$ cat src/rtl/mff_pkg.sv
`timescale 1ns / 1ps
// ----------------------------------------------------------------------------
// mff_pkg
// Shared types and constants of the multichannel frame FIFO.
// ----------------------------------------------------------------------------
package mff_pkg;

	// fixed field widths of the ports
	localparam int NUM_LANES = 8;
	localparam int LANE_W    = 32;
	localparam int CAP_W     = 11;
	localparam int CHN_W     = 4;
	localparam int CFG_IDX_W = 2;
	localparam int IDX_MAX_W = 16;

	// largest capacity that the capacity register can encode
	localparam int CAP_FIELD_MAX = 2047;

	// operation codes
	typedef enum logic [1:0] {
		OP_WRITE = 2'd0,
		OP_READ  = 2'd1,
		OP_CLEAR = 2'd2
	} op_t;

	// configuration register indexes
	typedef enum logic [CFG_IDX_W-1:0] {
		REG_CAPACITY = 2'd0,
		REG_CHANNELS = 2'd1
	} reg_t;

	// memory access request from the pointer logic
	typedef struct packed {
		logic                 we;
		logic                 re;
		logic [IDX_MAX_W-1:0] waddr;
		logic [IDX_MAX_W-1:0] raddr;
	} mem_req_t;

	// per-request result info carried to the output stage
	typedef struct packed {
		logic             accepted;
		logic             rd_ok;
		logic [CHN_W-1:0] chans;
		logic [CAP_W-1:0] stored;
		logic [CAP_W-1:0] free;
	} res_info_t;

endpackage

$ cat src/rtl/mff_ctrl.sv
`timescale 1ns / 1ps
// ----------------------------------------------------------------------------
// mff_ctrl
// Configuration registers, head/tail pointers and fill count; decides each
// request and issues the frame memory accesses.
// ----------------------------------------------------------------------------
module mff_ctrl import mff_pkg::*; #(
	parameter int DEPTH_FRAMES = 1024,
	parameter int MAX_CHANNELS = 8
) (
	input  logic                 clk,
	input  logic                 arst_n,
	input  logic                 accept,
	input  logic [1:0]           op,
	input  logic                 cfg_we,
	input  logic [CFG_IDX_W-1:0] cfg_index,
	input  logic [CAP_W-1:0]     cfg_data,
	output mem_req_t             req,
	output res_info_t            info
);

	localparam int AW      = $clog2(DEPTH_FRAMES);
	localparam int CAP_MAX = (DEPTH_FRAMES > CAP_FIELD_MAX) ? CAP_FIELD_MAX : DEPTH_FRAMES;
	localparam int CAP_RST = (CAP_MAX < 1024) ? CAP_MAX : 1024;
	localparam int CHN_RST = (MAX_CHANNELS < 2) ? MAX_CHANNELS : 2;

	logic [CAP_W-1:0] cap_q;
	logic [CHN_W-1:0] chans_q;
	logic [AW-1:0]    wr_idx_q;
	logic [AW-1:0]    rd_idx_q;
	logic [CAP_W-1:0] fill_q;

	logic             wr_ok;
	logic             rd_ok;
	logic             clr;
	logic             acc;
	logic [CAP_W-1:0] fill_nxt;
	logic [CAP_W-1:0] cap_wr;
	logic [CHN_W-1:0] chans_wr;

	// pointer advance with wrap at the configured capacity
	function automatic logic [AW-1:0] next_idx(input logic [AW-1:0] i,
		input logic [CAP_W-1:0] cap);
		logic [31:0] n;
		n = 32'(i) + 32'd1;
		return (n >= 32'(cap)) ? '0 : AW'(n);
	endfunction

	// saturate configuration values
	always_comb begin
		cap_wr = cfg_data;
		if (cfg_data == '0) begin
			cap_wr = CAP_W'(1);
		end else if (32'(cfg_data) > CAP_MAX) begin
			cap_wr = CAP_W'(CAP_MAX);
		end
		chans_wr = cfg_data[CHN_W-1:0];
		if (cfg_data[CHN_W-1:0] == '0) begin
			chans_wr = CHN_W'(1);
		end else if (32'(cfg_data[CHN_W-1:0]) > MAX_CHANNELS) begin
			chans_wr = CHN_W'(MAX_CHANNELS);
		end
	end

	// request decision
	always_comb begin
		wr_ok    = 1'b0;
		rd_ok    = 1'b0;
		clr      = 1'b0;
		acc      = 1'b0;
		fill_nxt = fill_q;
		unique case (op_t'(op))
			OP_WRITE: begin
				if (fill_q != cap_q) begin
					wr_ok    = 1'b1;
					acc      = 1'b1;
					fill_nxt = fill_q + CAP_W'(1);
				end
			end
			OP_READ: begin
				if (fill_q != '0) begin
					rd_ok    = 1'b1;
					acc      = 1'b1;
					fill_nxt = fill_q - CAP_W'(1);
				end
			end
			OP_CLEAR: begin
				clr      = 1'b1;
				acc      = 1'b1;
				fill_nxt = '0;
			end
			default: begin
				acc = 1'b0;
			end
		endcase
	end

	// memory requests and result info
	always_comb begin
		req.we      = accept && wr_ok;
		req.re      = accept && rd_ok;
		req.waddr   = IDX_MAX_W'(wr_idx_q);
		req.raddr   = IDX_MAX_W'(rd_idx_q);
		info.accepted = acc;
		info.rd_ok    = rd_ok;
		info.chans    = chans_q;
		info.stored   = fill_nxt;
		info.free     = cap_q - fill_nxt;
	end

	// configuration and pointer state
	always_ff @(posedge clk or negedge arst_n) begin
		if (!arst_n) begin
			cap_q    <= CAP_W'(CAP_RST);
			chans_q  <= CHN_W'(CHN_RST);
			wr_idx_q <= '0;
			rd_idx_q <= '0;
			fill_q   <= '0;
		end else if (cfg_we) begin
			unique case (reg_t'(cfg_index))
				REG_CAPACITY: begin
					cap_q    <= cap_wr;
					wr_idx_q <= '0;
					rd_idx_q <= '0;
					fill_q   <= '0;
				end
				REG_CHANNELS: begin
					chans_q  <= chans_wr;
					wr_idx_q <= '0;
					rd_idx_q <= '0;
					fill_q   <= '0;
				end
				default: begin
					fill_q <= fill_q;
				end
			endcase
		end else if (accept) begin
			fill_q <= fill_nxt;
			if (clr) begin
				wr_idx_q <= '0;
				rd_idx_q <= '0;
			end
			if (wr_ok) begin
				wr_idx_q <= next_idx(wr_idx_q, cap_q);
			end
			if (rd_ok) begin
				rd_idx_q <= next_idx(rd_idx_q, cap_q);
			end
		end
	end

	// fill count never passes the capacity
	a_fill_bound: assert property (@(posedge clk) disable iff (!arst_n)
		fill_q <= cap_q)
		else $error("fill count above capacity");

	// both pointers stay inside the active ring
	a_idx_bound: assert property (@(posedge clk) disable iff (!arst_n)
		(32'(wr_idx_q) < 32'(cap_q)) && (32'(rd_idx_q) < 32'(cap_q)))
		else $error("pointer outside capacity");

	// an accepted write grows the fill count by one
	a_write_count: assert property (@(posedge clk) disable iff (!arst_n)
		(accept && wr_ok && !cfg_we) |=> fill_q == $past(fill_q) + CAP_W'(1))
		else $error("write did not advance fill count");

endmodule

$ cat config.mk
export PLATFORM = sky130hd
export DESIGN_NAME = mff_ctrl
export DESIGN_NICKNAME = d
export VERILOG_FILES = /design/src/rtl/mff_pkg.sv /design/src/rtl/mff_ctrl.sv
export SDC_FILE = /design/constraint.sdc
export NUM_CORES = 1
export LEC_CHECK = 0
export ABC_AREA = 1
export ABC_CLOCK_PERIOD_IN_PS = 3600
export CAP_MARGIN = 20
export CELL_PAD_IN_SITES_DETAIL_PLACEMENT = 1
export CELL_PAD_IN_SITES_GLOBAL_PLACEMENT = 2
export CORE_MARGIN = 1.5
export CORE_UTILIZATION = 36
export DETAILED_ROUTE_END_ITERATION = 12
export DONT_BUFFER_PORTS = 1
export HOLD_SLACK_MARGIN = 0.12
export PLACE_DENSITY_LB_ADDON = 0.1
export SYNTH_ARGS = -nofsm -noshare
export SYNTH_HDL_FRONTEND = slang
export SYNTH_SLANG_ARGS = --single-unit
$ cat constraint.sdc
create_clock -name clk -period 3.6 [get_ports clk]
set_input_delay 0.72 -clock clk [delete_from_list [all_inputs] [get_ports clk]]
set_output_delay 0.72 -clock clk [all_outputs]
set_load 0.05 [all_outputs]
After elaboration in Yosys (flattened, before gate mapping)
Cells that the tools add are included.
{"block": "op_classes", "n_addsub": 5, "mul": 0, "div_mod_pow": 0, "n_lt_le_gt_ge": 4, "n_eq_ne": 5, "shift": 0, "mux": 26, "bitwise": 0, "n_reduce_logical": 16}
{"operator": "two-way mux 10 bit", "n": 10}
{"operator": "two-way mux 11 bit", "n": 7}
{"operator": "case mux 11 bit (3 select lines)", "n": 1}
{"operator": "adder 10 x 1 -> 11 bit (second input constant)", "n": 2}
{"operator": "greater-or-equal comparator 11 bit", "n": 2}
{"operator": "adder 11 x 1 -> 11 bit (second input constant)", "n": 1}
{"operator": "> comparator 11 bit (second input constant)", "n": 1}
{"operator": "logical NOT 11 bit", "n": 1}
{"operator": "inequality test 11 bit", "n": 1}
{"operator": "nonzero test 11 bit", "n": 1}
{"operator": "subtractor 11 x 1 -> 11 bit (second input constant)", "n": 1}
{"operator": "subtractor 11 bit", "n": 1}
{"operator": "two-way mux 4 bit", "n": 2}
{"operator": "AND reduction 2 bit", "n": 3}
{"operator": "AND reduction 3 bit", "n": 2}
{"operator": "nonzero test 3 bit", "n": 2}
{"operator": "two-way mux 1 bit", "n": 5}
{"operator": "== test 2 x 1 -> 1 bit (second input constant)", "n": 2}
{"operator": "> comparator 4 bit (second input constant)", "n": 1}
{"operator": "logical NOT 2 bit", "n": 2}
{"operator": "logical NOT 4 bit", "n": 1}
{"operator": "case mux 1 bit (3 select lines)", "n": 1}
{"operator": "== test 2 bit (second input constant)", "n": 1}
{"operator": "logical AND 1 bit", "n": 2}
{"operator": "3 further kinds", "n": 3}
{"block": "word_totals", "reg_bits": 46, "latchBits": 0, "ramBits": 0, "rom_bits": 0, "mem_count": 0}

Longest topological paths before layout
Gate-level depths: netlist of run 1.
{"block": "depth", "depth_word": 6, "depth_mapped": 22}

Worst setup path before layout of run 1
No wires, ideal clock.
{"block": "synth_path", "path_kind": "register -> output", "from": "register fill_q[1]", "to": "output port info[7] in the netlist's numbering", "arrival_ps": 3639, "required_time_ps": 2880, "setup_slack_ps": -759, "stages_incl_launch_ff": 18, "path_buffers": 0, "path_cell_list": "dfrtp_1 -> inv_1 -> ha_1 -> inv_1 -> nor2_1 -> nand3_1 -> nor2_1 -> nor2_4 -> inv_4 -> nand3_1 -> o21ai_2 -> inv_1 -> ha_1 -> inv_1 -> nor3_1 -> a21oi_1 -> o21ai_0 -> xor2_1"}
{"element": "start: declaration", "line_no": "mff_ctrl.sv:31", "source": "logic [CAP_W-1:0] fill_q;"}
{"element": "start signal: assignment", "line_no": "mff_ctrl.sv:134", "source": "fill_q <= fill_q;"}
{"element": "start signal: assignment", "line_no": "mff_ctrl.sv:138", "source": "fill_q <= fill_nxt;"}
{"element": "end: declaration", "line_no": "mff_ctrl.sv:19", "source": "output res_info_t info"}

==> results.toml, run 1 <==
[logic_synthesis]
syn-cell-area_mm2 = 0.00447
ys_ff_latch = 46
yosysWarnings = 0
syn_inst = 642
ys.flop_type = "dfrtp_1"
synth_area_per_cell_um2 = 6.97
synth_edf_count = 0
yosysSeqAreaShare_pct = 25.8
synth.distinct_cells = 46
async_reset_ff_share_pct = 100

[setup_path]
critical_path_class = "reg2out"
critPathCaptureType = "output port"
cpPeakStageDelay_ps = 470
critPathRequiredTime_ps = 2880
cp_top_family = "simple AND/OR/NAND/NOR gates"
critPathMaxFanout = 5
critPathMostFrequentCell = "nand2_1"
crit_slowest_cell = "dfrtp_1"
start_kind = "flop"
arrival_ps = 3310
crit_chain = "inv_1 -> nand2_1 -> nand2_1 -> nand2_2 -> nor2_4 -> buf_4 -> nand3_4 -> nand3_1 -> nand3_1 -> nand3_1 -> nand2_1 -> ha_4 -> nand2_1 -> nor2_1 -> nand2_1 -> nand3_2 -> inv_1 -> nand3_2 -> nand2_4"
crit_buf_inv = 3

[global_routing]
overflow = 0
grt_pass1_wl_um = 26300
grt.total_usage_pct = 26.4
grt_max_degree = 45
grt_pass1_vias = 5141
antenna_found_initial = 0

[worst_hold_path]
min_path_type = "in2async"

[sta]
period_share_pct = 112
finalMaxSlewViolations = 0
setup_slack_ps = -430
timing.fmax_mhz = 248
whs_ps = 245
slew_headroom_pct = 60.0
rsz0062_at_grt = "yes"
worstMarginPinSlew_ps = 600
setup_viol = 9
period_minus_slack_ps = 4030
timing.final.hold_violations = 0
skew_ps = 14.9

[finish]
finalNonFillerCells = 940
drive_gt1_share_pct = 34.6
diodes = 0
num-nets-final = 828
regArea_mm2 = 0.00117
synthToLayoutAreaGrowth_pct = 45.8
fin_util_pct = 54.1
nFillCells = 1498
multi_input_area_mm2 = 0.00338

[placed_design]
portBuffers = 0
place.gp.congestion = 0.876
dpl.hpwl_um = 13200
place_ws_ps = -243
dp.cells = 906

[drt]
drt-initial-drc-count = 220
wl_per_cell_um = 19.2
firstDrtPassIters = 4
routed_wirelength_um = 18000
avgViaCountPerCell = 5.26
drc_errors = 0
vias = 4947
ant_nets = 0

[flow_run]
timing.max_cap.violations = 0

[clocking]
cts_num_sinks = 46
path_clk_slew_ps = 80
cts_root_buf = "clkbuf_16"
cts_buffers = 5
cts_tree = "done"
cts_buffer_depth = 2
insertion_delay_ps = 310
htreeDepth = 2

[die]
floorplan.initialDensity_pct = 37.1
design.portCount = 81
fp-row-count = 40
die_area_mm2 = 0.0131
core_mm2 = 0.0121
die_h_um = 114
die-width_um = 114

[outcome]
status = "complete, but fails checks"
violations = "negative setup slack"

[power]
max-vdd-ir-drop_uv = 332
leakage_nw = 3.27
power_mw = 3.96
p_per_area_mw_per_mm2 = 607
## worst register-to-register path, delay by kind of cell (launching register included)
kind,cells,cell delay [ps]
simple gates,8,1420
fa+ha+maj,2,510
flops,1,400
compound gates,3,400
buf+inv,2,140
## layout by cell type (no fill, tap or decap), types with 3 or more instances in the layout
master,Yosys,routed
nor3_1,11,4
o211ai_1,6,6
nand2_1,161,155
nand3_1,63,58
inv_1,88,80
nand3_2,3,8
ha_4,0,10
conb_1,1,12
nand3_4,1,4
o21ai_1,10,12
a21oi_2,1,5
dfrtp_1,44,34
xnor2_2,0,4
nor2_4,3,10
xor2_4,0,3
a21oi_1,21,14
buf_6,9,6
nor4_1,5,4
nor2_1,36,24
o22ai_1,10,10
dfrtp_2,0,10
xnor2_4,0,4
ha_1,37,27
a21oi_4,0,3
nand2_2,1,6
nor3_2,0,4
inv_4,3,3
inv_2,10,16
o21ai_2,1,3
clkinv_4,0,3
clkbuf_16,0,5
o21ai_0,30,24
buf_4,16,115
buf_12,0,13
xor2_1,22,18
nand2_4,2,3
nand4_1,13,13
nor2_2,3,8
nor3_4,1,4
## cells by family (layout without fill, tap and decap cells)
family,count (synthesis),after routing,synth area share [%]
flops,46,46,25.8
compound gates,90,90,11.9
simple gates,305,308,31.2
xor+xnor,32,32,6.27
buf+inv,130,246,14.0
fa+ha+maj,38,38,10.8
other cells,1,12,0.0838
## what timing repair did
| item | 4_1_cts | 5_1_grt |
|---|---|---|
| pin swaps | 25 | 36 |
| gates resized for setup | 40 | 61 |
| hold buffers | 1 | 0 |
| hold endpoints to repair | 44 | 0 |
| endpoints found under the setup margin | 9 | 10 |
| buffers inserted | 8 | 15 |
| gates cloned | 2 | 1 |
## per-layer routing
metal	track usage, %	wire length, um	up-vias
met3	5.03	943	55
met2	47.5	9200	164
met5	0	0	-
met4	11.1	861	0
met1	30.4	7020	2393
li1	-	-	2335
## worst paths after layout
check,from,slack (ps),depth (start not counted),to
hold / removal,arst_n,250,0,chans_q[1]
hold reg to reg,rd_idx_q[1],590,2,rd_idx_q[1]
max in group asynchronous,arst_n,3100,1,cap_q[9]
setup reg to reg,rd_idx_q[0],640,15,rd_idx_q[2]
setup / recovery,cap_q[5],-430,19,info[10]
min in group clk,cfg_data[9],570,2,cap_q[9]
## synthesized netlist by cell type, types with 2 or more instances
library cell | n | area share (%)
nand3_2 | 3 | 0.67
buf_6 | 9 | 2.3
clkbuf_1 | 2 | 0.17
nand2_1 | 161 | 14
a21oi_1 | 21 | 2.3
inv_2 | 10 | 0.84
o22ai_1 | 10 | 1.4
nor4_1 | 5 | 0.70
nor2_2 | 3 | 0.42
o21ai_1 | 10 | 1.1
nor2_4 | 3 | 0.76
dfstp_2 | 2 | 1.2
ha_1 | 37 | 10
nand2_4 | 2 | 0.50
buf_4 | 16 | 2.7
o211ai_1 | 6 | 1.0
o31ai_1 | 3 | 0.50
inv_4 | 3 | 0.42
nand3_1 | 63 | 7.0
nor3_1 | 11 | 1.2
inv_1 | 88 | 7.4
o21ai_0 | 30 | 3.4
dfrtp_1 | 44 | 25
nor2_1 | 36 | 3.0
xnor2_1 | 10 | 2.0
xor2_1 | 22 | 4.3
nand4_1 | 13 | 1.8
## stage by stage
step / TNS (ps) / cell area [um^2]
after floorplan: -152 / 4710
after global placement: -268 / 5670
after detailed placement: -465 / 5670
after CTS: -2280 / 6130
after global routing: -4340 / 6520
final: -3160 / 6520
## state kept, by name, summed over array words and instances, names as in the netlist
| register | flops |
|---|---|
| wr_idx_q | 10 |
| rd_idx_q | 10 |
| chans_q | 4 |
| fill_q | 11 |
| cap_q | 11 |
## final cells by class
cell class / instances / share of cell area [%]
Multi-Input combinational cell: 480 / 51.8
Timing Repair Buffer: 135 / 18.7
Sequential cell: 46 / 17.9
Clock buffer: 6 / 1.98
Inverter: 103 / 6.22
Clock inverter: 2 / 0.211
Tap cell: 168 / 3.22
## power by group
part           internal (mW)  switching, mW
clock                  0.259          0.239
sequential             0.569          0.100
combinational           1.20           1.59
total                   2.03           1.93
(Power assumes the default switching activity.)
==> run 2, diff against run 1 <==
--- a/config.mk
+++ b/config.mk
@@ -16,6 +16,8 @@
 export DONT_BUFFER_PORTS = 1
 export HOLD_SLACK_MARGIN = 0.12
 export PLACE_DENSITY_LB_ADDON = 0.1
+export SETUP_SLACK_MARGIN = 0.1
+export SKIP_CTS_REPAIR_TIMING = 1
 export SYNTH_ARGS = -nofsm -noshare
 export SYNTH_HDL_FRONTEND = slang
 export SYNTH_SLANG_ARGS = --single-unit
==> results.toml, run 2 (synthesized netlist as in run 1, its figures left out) <==
[outcome]
status = "complete, but fails checks"
violations = "negative setup slack"

[setup_path]
critPathCapture = "info[10]"
critPathRequiredTime_ps = 2880
rrSetupSlack_ps = 600
start_kind = "flop"
critical_path_class = "reg2out"
critPathLaunch = "cap_q[5]"
critPathCaptureType = "output port"
critPathMaxFanout = 7
arrival_ps = 3220
r2r_cells = 15
r2r-start = "rd_idx_q[0]"
r2r-end = "rd_idx_q[2]"

[global_routing]
overflow = 0
antenna_found_initial = 0
grt_max_degree = 47
grt_pass1_wl_um = 25100
grt_pass1_vias = 4871
grt.total_usage_pct = 25.2

[power]
p_clk_share_pct = 12.9
netSwitchingFraction_pct = 48.2
max-vdd-ir-drop_uv = 325
combPwrFrac_pct = 69.4
p_per_area_mw_per_mm2 = 598
net-switching-power_mw = 1.83
internal_power_mw = 1.97
leakage_nw = 3.18
power_frac_seq_pct = 17.7

[sta]
timing.final.hold_violations = 0
rsz0062_at_grt = "yes"
skew_ps = 3.56
period_share_pct = 109
setup_tns_ps = -2260
period_minus_slack_ps = 3940
setup_viol = 9
worstMarginPinSlew_ps = 605
timing.fmax_mhz = 254
slew_headroom_pct = 59.4
setup_slack_ps = -338
finalMaxSlewViolations = 0

[placed_design]
dp.cells = 900
dpl.hpwl_um = 13200
portBuffers = 0
place_ws_ps = -227
place.gp.congestion = 0.883

[clocking]
cts_root_buf = "clkbuf_16"
path_clk_slew_ps = 70
cts_num_sinks = 46
insertion_delay_ps = 310
htreeDepth = 2
cts_buffers = 5
cts_tree = "done"
cts_buffer_depth = 2

[worst_hold_path]
min_path_type = "in2async"

[drt]
wl_met2_um = 8990
avgViaCountPerCell = 5.15
routed_wirelength_um = 17000
drt-initial-drc-count = 164
wl_met3_um = 478
firstDrtPassIters = 4
highest_layer = "met4"
drc_errors = 0
wl_per_cell_um = 18.3
drt-met1-wl_um = 7130
vias = 4785
ant_nets = 0

[die]
design.portCount = 81
floorplan.initialDensity_pct = 37.1
die_h_um = 114
fp-row-count = 40
core_mm2 = 0.0121
die_area_mm2 = 0.0131
die-width_um = 114

[finish]
regArea_mm2 = 0.00117
final_cell_mix = "146 x nand2_1, 108 x buf_4, 80 x inv_1"
drive_gt1_share_pct = 33.9
diodes = 0
nFillCells = 1488
top_regs = "cap_q: 11 flops, fill_q: 11 flops"
finalNonFillerCells = 929
multi_input_area_mm2 = 0.00329
mostFrequentLayoutCell = "nand2_1"
num-nets-final = 817
synthToLayoutAreaGrowth_pct = 41.8

[flow_run]
timing.max_cap.violations = 0
## run 2: metrics by stage
stage	cell area, um^2	total power, mW	utilization, %	hold slack, ps
after global placement	5640	2.91	46.8	426
after CTS	5780	3.45	47.9	91.4
final	6340	3.80	52.6	250
after detailed placement	5640	2.95	46.8	425
after floorplan	4740	2.05	-	424
after global routing	6340	3.99	52.6	239
## run 2: layout make-up
class / count / area share (%)
Multi-Input combinational cell: 478 / 51.8
Clock inverter: 1 / 0.118
Inverter: 103 / 6.39
Sequential cell: 46 / 18.4
Clock buffer: 7 / 2.09
Tap cell: 168 / 3.31
Timing Repair Buffer: 126 / 17.9
## run 2: power groups by stage
stage	registers, mW	logic [mW]	clock network, mW
2_1_floorplan	0.648	1.40	0
3_3_place_gp	0.665	2.24	0
3_5_place_dp	0.666	2.29	0
4_1_cts	0.656	2.29	0.501
5_1_grt	0.678	2.79	0.517
6_report	0.672	2.64	0.489
## run 2: how the worst min path moves through the flow
stage,startpoint,endpoint,slack [ps],cells after the start
2_1_floorplan,arst_n,cap_q[0],420,0
3_5_place_dp,arst_n,rd_idx_q[4],430,0
5_1_grt,arst_n,cap_q[10],240,0
3_3_place_gp,arst_n,rd_idx_q[4],430,0
6_report,arst_n,chans_q[1],250,0
4_1_cts,arst_n,rd_idx_q[4],90,0
## run 2: critical path: stages, from the launching register on
cell      delay [ps]
dfrtp_2          460
inv_1            130
nand2_2           70
nand2_2           70
nand2_2           80
nor2_4           170
buf_12           120
nand3_4          110
buf_4            160
o211ai_1         190
nand2_2          100
nand2_2          120
ha_4             220
nand2_1          100
inv_1             60
a221oi_2         260
nand3_2          140
inv_2             70
nand3_2           90
nand2_4          160
## run 2: routing by layer
metal,GRT usage [%],up-vias
met3,3.92,27
met5,0,-
met2,47.5,80
li1,-,2317
met1,29.2,2361
met4,7.42,0
==> run 3, diff against run 2 <==
--- a/config.mk
+++ b/config.mk
@@ -18,6 +18,7 @@
 export PLACE_DENSITY_LB_ADDON = 0.1
 export SETUP_SLACK_MARGIN = 0.1
 export SKIP_CTS_REPAIR_TIMING = 1
+export SKIP_LAST_GASP = 1
 export SYNTH_ARGS = -nofsm -noshare
 export SYNTH_HDL_FRONTEND = slang
 export SYNTH_SLANG_ARGS = --single-unit
==> results.toml, run 3 (synthesized netlist as in run 1, its figures left out) <==
[finish]
num-nets-final = 817
top_regs = "cap_q: 11 flops, fill_q: 11 flops"
synthToLayoutAreaGrowth_pct = 41.8
final_cell_mix = "147 x nand2_1, 108 x buf_4, 80 x inv_1"
regArea_mm2 = 0.00117
mostFrequentLayoutCell = "nand2_1"
nFillCells = 1488
diodes = 0
multi_input_area_mm2 = 0.00328
fin_util_pct = 52.6
drive_gt1_share_pct = 33.8

[flow_run]
timing.max_cap.violations = 0

[outcome]
status = "complete, but fails checks"
violations = "negative setup slack"

[sta]
setup_slack_ps = -342
slew_headroom_pct = 59.4
skew_ps = 3.56
period_minus_slack_ps = 3940
period_share_pct = 109
rsz0062_at_grt = "yes"
setup_viol = 9
setup_tns_ps = -2270
finalMaxSlewViolations = 0
timing.fmax_mhz = 254
worstMarginPinSlew_ps = 605
timing.final.hold_violations = 0

[power]
max-vdd-ir-drop_uv = 325
leakage_nw = 3.18
p_per_area_mw_per_mm2 = 599
power_mw = 3.80

[setup_path]
cp_top_family = "simple AND/OR/NAND/NOR gates"
crit_chain = "inv_1 -> nand2_2 -> nand2_2 -> nand2_2 -> nor2_4 -> buf_12 -> nand3_4 -> buf_4 -> o211ai_1 -> nand2_1 -> nand2_2 -> ha_4 -> nand2_1 -> inv_1 -> a221oi_2 -> nand3_2 -> inv_2 -> nand3_2 -> nand2_4"
crit_slowest_cell = "dfrtp_2"
arrival_ps = 3220
critPathRequiredTime_ps = 2880
cpPeakStageDelay_ps = 460
r2r_cells = 15
crit_buf_inv = 5
critPathMostFrequentCell = "nand2_2"
rrSetupSlack_ps = 600
critPathCaptureType = "output port"
crit_cells = 19
critical_path_class = "reg2out"
critPathMaxFanout = 7
start_kind = "flop"

[die]
die_h_um = 114
core_mm2 = 0.0121
design.portCount = 81
die-width_um = 114
die_area_mm2 = 0.0131
fp-row-count = 40
floorplan.initialDensity_pct = 37.1

[placed_design]
dpl.hpwl_um = 13200
place_ws_ps = -227
portBuffers = 0
place.gp.congestion = 0.883

[clocking]
cts_buffer_depth = 2
cts_buffers = 5
insertion_delay_ps = 310
cts_tree = "done"
htreeDepth = 2
path_clk_slew_ps = 70
cts_num_sinks = 46
cts_root_buf = "clkbuf_16"

[drt]
wl_per_cell_um = 18.3
firstDrtPassIters = 4
drt-initial-drc-count = 165
vias = 4789
routed_wirelength_um = 17000
avgViaCountPerCell = 5.16
drc_errors = 0
ant_nets = 0

[global_routing]
grt.total_usage_pct = 25.2
grt_max_degree = 47
grt_pass1_vias = 4871
antenna_found_initial = 0
overflow = 0
grt_pass1_wl_um = 25100

[worst_hold_path]
min_path_type = "in2async"
[run 3: per-layer routing]
| layer | track usage (%) | part of all wire, % | vias to the layer above | wire, um |
|---|---|---|---|---|
| met5 | 0 | 0 | - | 0 |
| li1 | - | - | 2318 | - |
| met2 | 47.5 | 53 | 78 | 9040 |
| met4 | 7.42 | 2.1 | 0 | 349 |
| met3 | 3.92 | 2.8 | 23 | 474 |
| met1 | 29.2 | 42 | 2370 | 7140 |
[run 3: through the flow]
stage,hold WS [ps],cells,cell area (um^2)
finish,250,929,6340
global route,239,929,6340
CTS,91.4,908,5780
detailed placement,425,900,5640
global placement,426,900,5640
floorplan,424,653,4740
[run 3: worst reg2reg max path: stages (launching register included)]
cell,delay (ps)
dfrtp_1,400
ha_1,210
nand3_1,130
nor2_1,190
inv_1,80
nor2_1,160
nand3_1,120
nand2_1,100
inv_1,60
ha_1,310
a21oi_1,180
o21a_1,130
nand3_1,110
nor4_4,470
nand3_1,150
o21ai_1,120
[run 3: path summary, 6_finish.rpt]
path | startpoint | endpoint
min reg2reg | fill_q[0] | fill_q[0]
max reg2reg | rd_idx_q[0] | rd_idx_q[2]
min | arst_n | chans_q[1]
min in group clk | cfg_data[8] | cap_q[8]
max in group asynchronous | arst_n | fill_q[3]
max | cap_q[5] | info[10]
[run 3: area by class of cell]
type / count / area share (%)
well taps: 168 / 3.31
multi-input cells: 478 / 51.8
clock inverters: 1 / 0.118
clock buffers: 7 / 2.09
inverters: 103 / 6.39
flip-flops and latches: 46 / 18.4
repair buffers: 126 / 17.9
[run 3: report_power, final]
part           internal, mW  total, mW  switching, mW
Clock                 0.259      0.489          0.230
Combinational          1.14       2.64           1.50
Sequential            0.570      0.672          0.102
Total                  1.97       3.80           1.83
